$ cat src/rtl/shell_comment_stripper_assert.svh
// assertion macros for the shell comment stripper
`ifndef SHELL_COMMENT_STRIPPER_ASSERT_SVH
`define SHELL_COMMENT_STRIPPER_ASSERT_SVH

`ifndef SYNTHESIS
// same-cycle implication, checked outside reset
`define SCS_ASSERT_NOW(name, ante, cons) \
  name: assert property (@(posedge clk) disable iff (rst) (ante) |-> (cons)) \
    else $error("scs assertion failed");
// next-cycle implication, checked outside reset
`define SCS_ASSERT_NEXT(name, ante, cons) \
  name: assert property (@(posedge clk) disable iff (rst) (ante) |=> (cons)) \
    else $error("scs assertion failed");
`else
`define SCS_ASSERT_NOW(name, ante, cons)
`define SCS_ASSERT_NEXT(name, ante, cons)
`endif

`endif

$ cat src/rtl/scs_pkg.sv
`timescale 1ns / 1ps

package scs_pkg;

  localparam logic [7:0] CH_HASH   = 8'h23;
  localparam logic [7:0] CH_DOLLAR = 8'h24;
  localparam logic [7:0] CH_LBRACE = 8'h7B;
  localparam logic [7:0] CH_RBRACE = 8'h7D;
  localparam logic [7:0] CH_DQUOTE = 8'h22;
  localparam logic [7:0] CH_SQUOTE = 8'h27;
  localparam logic [7:0] CH_BSLASH = 8'h5C;
  localparam logic [7:0] CH_QMARK  = 8'h3F;
  localparam logic [7:0] CH_STAR   = 8'h2A;
  localparam logic [7:0] CH_AT     = 8'h40;
  localparam logic [7:0] CH_BANG   = 8'h21;
  localparam logic [7:0] CH_ZERO   = 8'h30;
  localparam logic [7:0] CH_NINE   = 8'h39;

  typedef struct packed {
    logic [7:0] in_byte;
    logic       in_last;
  } scs_in_t;

  typedef struct packed {
    logic [7:0] out_byte;
    logic       keep;
    logic       comment_start;
    logic       out_last;
  } scs_out_t;

  // decoded byte classes
  typedef struct packed {
    logic is_hash;
    logic is_dollar;
    logic is_lbrace;
    logic is_rbrace;
    logic is_dquote;
    logic is_squote;
    logic is_bslash;
    logic is_special;
  } scs_class_t;

  // per-line scan state
  typedef struct packed {
    logic quoted;
    logic quote_is_single;
    logic in_brace;
    logic backslash_odd;
    logic dollar_may_open;
    logic dollar_may_skip;
    logic comment_seen;
  } scs_state_t;

endpackage

$ cat src/rtl/scs_classify.sv
`timescale 1ns / 1ps

module scs_classify (
  input  logic [7:0]          in_byte,
  output scs_pkg::scs_class_t cls
);
  import scs_pkg::*;

  always_comb begin
    cls.is_hash    = (in_byte == CH_HASH);
    cls.is_dollar  = (in_byte == CH_DOLLAR);
    cls.is_lbrace  = (in_byte == CH_LBRACE);
    cls.is_rbrace  = (in_byte == CH_RBRACE);
    cls.is_dquote  = (in_byte == CH_DQUOTE);
    cls.is_squote  = (in_byte == CH_SQUOTE);
    cls.is_bslash  = (in_byte == CH_BSLASH);
    // special parameter bytes after an unquoted dollar
    cls.is_special = (in_byte == CH_HASH) || (in_byte == CH_QMARK) ||
                     (in_byte == CH_DOLLAR) || (in_byte == CH_STAR) ||
                     (in_byte == CH_AT) || (in_byte == CH_BANG) ||
                     ((in_byte >= CH_ZERO) && (in_byte <= CH_NINE));
  end

endmodule

$ cat src/rtl/scs_scan.sv
`timescale 1ns / 1ps

module scs_scan (
  input  scs_pkg::scs_state_t st,
  input  scs_pkg::scs_class_t cls,
  input  logic                last,
  output scs_pkg::scs_state_t st_next,
  output logic                keep,
  output logic                start
);
  import scs_pkg::*;

  logic escaped;
  logic is_quote;

  assign escaped  = st.backslash_odd;
  assign is_quote = cls.is_dquote || cls.is_squote;

  always_comb begin
    st_next = st;
    keep    = 1'b1;
    start   = 1'b0;
    if (st.comment_seen) begin
      keep = 1'b0;
    end else if (st.dollar_may_skip && cls.is_special) begin
      // special parameter byte is swallowed
      st_next.dollar_may_open = 1'b0;
      st_next.dollar_may_skip = 1'b0;
      st_next.backslash_odd   = 1'b0;
    end else begin
      if (st.dollar_may_open && cls.is_lbrace) begin
        st_next.in_brace = 1'b1;
      end else if (st.in_brace && cls.is_rbrace) begin
        st_next.in_brace = 1'b0;
      end

      if (cls.is_dollar && !st.quoted) begin
        st_next.dollar_may_open = 1'b1;
        st_next.dollar_may_skip = !st_next.in_brace;
      end else begin
        st_next.dollar_may_open = 1'b0;
        st_next.dollar_may_skip = 1'b0;
      end

      if (is_quote) begin
        if (!escaped) begin
          if (!st.quoted) begin
            st_next.quoted          = 1'b1;
            st_next.quote_is_single = cls.is_squote;
          end else if (st.quote_is_single == cls.is_squote) begin
            st_next.quoted          = 1'b0;
            st_next.quote_is_single = 1'b0;
          end
        end
      end else if (!st.quoted && !st_next.in_brace && cls.is_hash) begin
        keep                 = 1'b0;
        start                = 1'b1;
        st_next.comment_seen = 1'b1;
      end

      st_next.backslash_odd = cls.is_bslash ? !escaped : 1'b0;
    end

    if (last) begin
      st_next = '0;
    end
  end

endmodule

$ cat src/rtl/shell_comment_stripper.sv
`timescale 1ns / 1ps
// an accepted request is captured in the result register
// throughput: one byte per cycle, set by the single result register stage
//   (a new request is taken whenever the result register is empty or drained)
// reset: synchronous active-high rst clears the scan state and the result valid
// scan state also returns to its reset value after each byte marked last

module shell_comment_stripper (
  input  logic              clk,
  input  logic              rst,
  input  logic              src_valid,
  output logic              src_ready,
  input  scs_pkg::scs_in_t  src_item,
  output logic              res_valid,
  input  logic              res_ready,
  output scs_pkg::scs_out_t res_item
);
  import scs_pkg::*;

`include "shell_comment_stripper_assert.svh"

  // scan state, one set of flags per line
  scs_state_t st;
  scs_state_t st_next;

  // decoded view of the incoming byte
  scs_class_t cls;

  logic keep;
  logic start;
  logic accept;

  // result register frees up when empty or being drained this cycle
  assign src_ready = !res_valid || res_ready;
  assign accept    = src_valid && src_ready;

  scs_classify u_classify (
    .in_byte (src_item.in_byte),
    .cls     (cls)
  );

  scs_scan u_scan (
    .st      (st),
    .cls     (cls),
    .last    (src_item.in_last),
    .st_next (st_next),
    .keep    (keep),
    .start   (start)
  );

  // scan state advances only on an accepted request
  always_ff @(posedge clk) begin
    if (rst) begin
      st <= '0;
    end else if (accept) begin
      st <= st_next;
    end
  end

  // result valid flag
  always_ff @(posedge clk) begin
    if (rst) begin
      res_valid <= 1'b0;
    end else if (accept) begin
      res_valid <= 1'b1;
    end else if (res_ready) begin
      res_valid <= 1'b0;
    end
  end

  // result payload, no reset needed
  always_ff @(posedge clk) begin
    if (accept) begin
      res_item.out_byte      <= src_item.in_byte;
      res_item.keep          <= keep;
      res_item.comment_start <= start;
      res_item.out_last      <= src_item.in_last;
    end
  end

  // a comment start byte is never kept
  `SCS_ASSERT_NOW(a_start_not_kept, res_valid && res_item.comment_start, !res_item.keep)
  // state clears after the last byte of a line
  `SCS_ASSERT_NEXT(a_line_clear, accept && src_item.in_last, st == '0)
  // once a comment is seen every later byte is cut
  `SCS_ASSERT_NEXT(a_after_comment, accept && st.comment_seen,
                   !res_item.keep && !res_item.comment_start)
  // an empty result register always takes a request
  `SCS_ASSERT_NOW(a_ready_when_empty, !res_valid, src_ready)

endmodule

$ cat config.mk
export PLATFORM = sky130hd
export DESIGN_NAME = shell_comment_stripper
export DESIGN_NICKNAME = d
export VERILOG_FILES = /design/src/rtl/scs_pkg.sv /design/src/rtl/scs_classify.sv /design/src/rtl/scs_scan.sv /design/src/rtl/shell_comment_stripper.sv
export VERILOG_INCLUDE_DIRS = /design/src /design/src/rtl
export SDC_FILE = /design/constraint.sdc
export NUM_CORES = 1
export LEC_CHECK = 0
export BUFFER_PORTS_ARGS = -buffer_cell sky130_fd_sc_hd__buf_2
export CAP_MARGIN = 20
export CORE_ASPECT_RATIO = 0.8
export CORE_MARGIN = 10
export CORE_UTILIZATION = 47
export CTS_CLUSTER_SIZE = 16
export DETAILED_ROUTE_END_ITERATION = 8
export PLACE_DENSITY = 0.78
export SLEW_MARGIN = 20
export SYNTH_ARGS = -nofsm -noshare
export SYNTH_HDL_FRONTEND = slang
export SYNTH_HIERARCHICAL = 1
export SYNTH_SLANG_ARGS = --single-unit
$ cat constraint.sdc
create_clock -name clk -period 1.8 [get_ports clk]
set_input_delay 0.18 -clock clk [delete_from_list [all_inputs] [get_ports clk]]
set_output_delay 0.18 -clock clk [all_outputs]
set_load 0.02 [all_outputs]
==> metrics.md <==
| Metric | Value |
|---|---|
| Tot Pwr | `0.8211 mW` |
| Async SR Flop Fraction | `0` |
| Mux cell area share after synthesis | `0` |
| Post-CTS setup buffers | `0` |
| Compound-gate portion of the synthesized area | `0.2484` |
| Final Hold Viols | `0` |
| Sink Count | `19` |
| First-pass GRT wire length | `4146 um` |
| Setup Viol. Count Final | `0` |
| DRC errors left | `0` |
| Placer Congestion | `0.8592` |
| Post-Synthesis Cells | `114` |
| Final Skew | `0.007949 ns` |
| Ant diodes | `0` |
| Vias in the first global route | `933` |
| Yosys warns | `6` |
| Fillcell total | `190` |
| Slowest CP cell | `or4_1` |
| Tcrit/Tclk final | `0.8928` |
| Sequential cell area | `490.5 sq um` |
| Vias per cell | `5.743` |
| Post-synthesis instance area | `1149 sq um` |
| MaxCap Viol Count | `0` |
| Largest net degree at the start of global routing | `18` |
| Multi-input gate area | `554.3 sq um` |
| Core Util, Final | `0.6006` |
| Synth unique cells | `38` |
| Worst vdd ir | `0.2405 mV` |
| Synth Area in Simple Gates | `0.2179` |
| Max Root-Sink Buffers | `2` |
| CTS root buffer | `clkbuf_4` |
| Die X | `75.27 um` |
| Critical path type | `input pin to flip-flop` |
| CTS buffer count | `3` |
| Hold buffers post-CTS | `0` |
| Xor and xnor fraction of the mapped netlist area | `0` |
| Row Count | `15` |
| Cell Chain, Critical Path | `buf_2 -> or4_1 -> nor2_1 -> o2bb2ai_1 -> a21oi_1 -> buf_4 -> a32o_1 -> nand3_1 -> a21oi_2` |
| Chip Height | `64.22 um` |
| Initial antenna violation count | `0` |
| Synthesized-area fraction occupied by adder cells | `0.01089` |
| Area growth from synthesis to layout | `16.78%` |
| DR vias | `982` |
| Area of the core | `2233 sq um` |
| Die area | `4833 sq um` |
| Leak pwr | `0.5011 nW` |
| Final-stage net count | `161` |
| Worst Hold Class | `input pin to flip-flop` |
| Max FO, Critical Path | `4` |
| Total gr overflow | `0` |
| CP startpoint kind | `input pin` |
| Commonest non-fill, non-tap cell in the layout | `buf_2` |
| Worst-margin pin slew | `0.5119 ns` |
| Sequential element share of the synthesized area | `0.4270` |
| Status | `finished clean` |
| Port bufs | `25` |
| Initial DRC count | `58` |
| Slew Viols, Final | `0` |
| Post-synth EDFFs | `11` |
| RSZ-0062 raised after global routing | `no` |
| Antenna-violating nets left | `0` |
| Routed WL | `2555 um` |
| Pre-Repair DR Iteration Count | `4` |
| Critical Path End Type | `flip-flop` |
| Syn nets | `128` |
| Most frequent cells in the layout | `buf_2, buf_4, edfxtp_1, nand3_1, nand2_1` |
| Syn avg cell area | `10.08 sq um` |
| Rel. slew slack | `0.6588` |
| Clk pin slew, worst setup/hold paths | `0.11 ns` |
| Pwr dens | `612.2 nW/um^2` |
| Post-DP HPWL | `1999 um` |
| Largest family of logic cells by synthesized area | `compound AO/OA/AOI/OAI gates` |
| Fin crit period | `1.607 ns` |
| CP peak stage delay | `0.52 ns` |
| Crit path DAT | `1.81 ns` |
| # H-tree levels | `1` |
| Flops & latches, synth | `19` |
| Initial core utilization | `0.5143` |
| Fmax | `622.2 MHz` |
| Share of cells above drive strength 1 | `0.3562` |
| Clk_lat worst skew | `0.30 ns` |
| Drt wl/cell | `14.94 um` |
| CP Data Required Time | `2.00 ns` |
| Synth Flop Type | `edfxtp_1` |
| I/O Pins | `26` |
| GRT Overall Usage | `0.1075` |
| CTS tree | `built` |
## sequential cells by signal, summed over array words and instances, names as in the netlist
| signal | cells |
|---|---|
| res_item | 11 |
| res_valid | 1 |
| st | 7 |
## synthesized netlist by cell type (all sizes together) (2+ instances only)
master,count,share of area
dfxtp,8,0.14
edfxtp,11,0.29
a21bo,7,0.061
and3,2,0.012
nor2,6,0.020
nand2,9,0.029
and2,2,0.011
o21ai,3,0.013
buf,8,0.073
o311a,2,0.017
nor3,5,0.022
nand3b,2,0.013
nor4b,2,0.015
o21bai,2,0.013
inv,6,0.020
nand3,9,0.039
a21oi,11,0.071
o211ai,2,0.013
## final cells by class
cell class,count,area share
Clock buffer,3,0.01679
Tap cell,25,0.02332
Clock inverter,1,0.003731
Multi-Input combinational cell,80,0.4132
Inverter,6,0.01679
Timing Repair Buffer,37,0.1604
Sequential cell,19,0.3657
## stage by stage
stage | instance area, sq um | hold WS [ns] | instances | TNS [ns] | setup WS (ns)
2_1_floorplan | 1149 | 0.2789 | 114 | 0 | 0.006288
6_report | 1341 | 0.1050 | 171 | 0 | 0.1929
5_1_grt | 1341 | 0.1007 | 171 | 0 | 0.03979
3_3_place_gp | 1308 | 0.3951 | 167 | -0.8501 | -0.1918
4_1_cts | 1335 | 0.09614 | 171 | 0 | 0.1590
3_5_place_dp | 1308 | 0.4158 | 167 | -0.9301 | -0.1820
## metal layers
| layer | wire (um) | GRT usage | vias up |
|---|---|---|---|
| met5 | 0 | 0 | - |
| met2 | 1223 | 0.1711 | 22 |
| met1 | 1152 | 0.1248 | 459 |
| met3 | 134 | 0.03704 | 6 |
| li1 | - | - | 495 |
| met4 | 45 | 0.05324 | 0 |
## power breakdown
part,switching [mW],leakage [nW],internal (mW),total [mW]
Clock,0.133,0.0177,0.0829,0.216
Combinational,0.0791,0.315,0.0457,0.125
Sequential,0.00411,0.169,0.476,0.480
Total,0.217,0.501,0.604,0.821
## what timing repair did
action,CTS,global route
setup endpoints to repair,0,5
gates resized for setup,0,2
hold endpoints to repair,0,0
## path summary, 6_finish.rpt
check	cells after the start	startpoint	to	slack (ns)
worst max-delay path	9	src_item[6]	st[0]	0.19
worst min-delay path	1	src_item[8]	res_item[10]	0.11
worst max register to register	2	res_valid	res_item[5]	0.44
worst min register to register	2	st[3]	st[3]	0.62
## worst max-delay path, delay by kind of cell
kind	cells	cell delay, ns
AOI/OAI and AO/OA	4	0.61
buffers and inverters	2	0.28
and+or+nand+nor	3	0.74
## cells by family (layout without fill, tap and decap cells)
kind of cell	count (synthesis)	after routing
AO/OA/AOI/OAI	35	35
adder cells (fa/ha/maj)	1	1
buffers and inverters	15	47
flip-flops	19	19
AND/OR/NAND/NOR	44	44
Note: power is estimated with default switching activity, not from simulation.
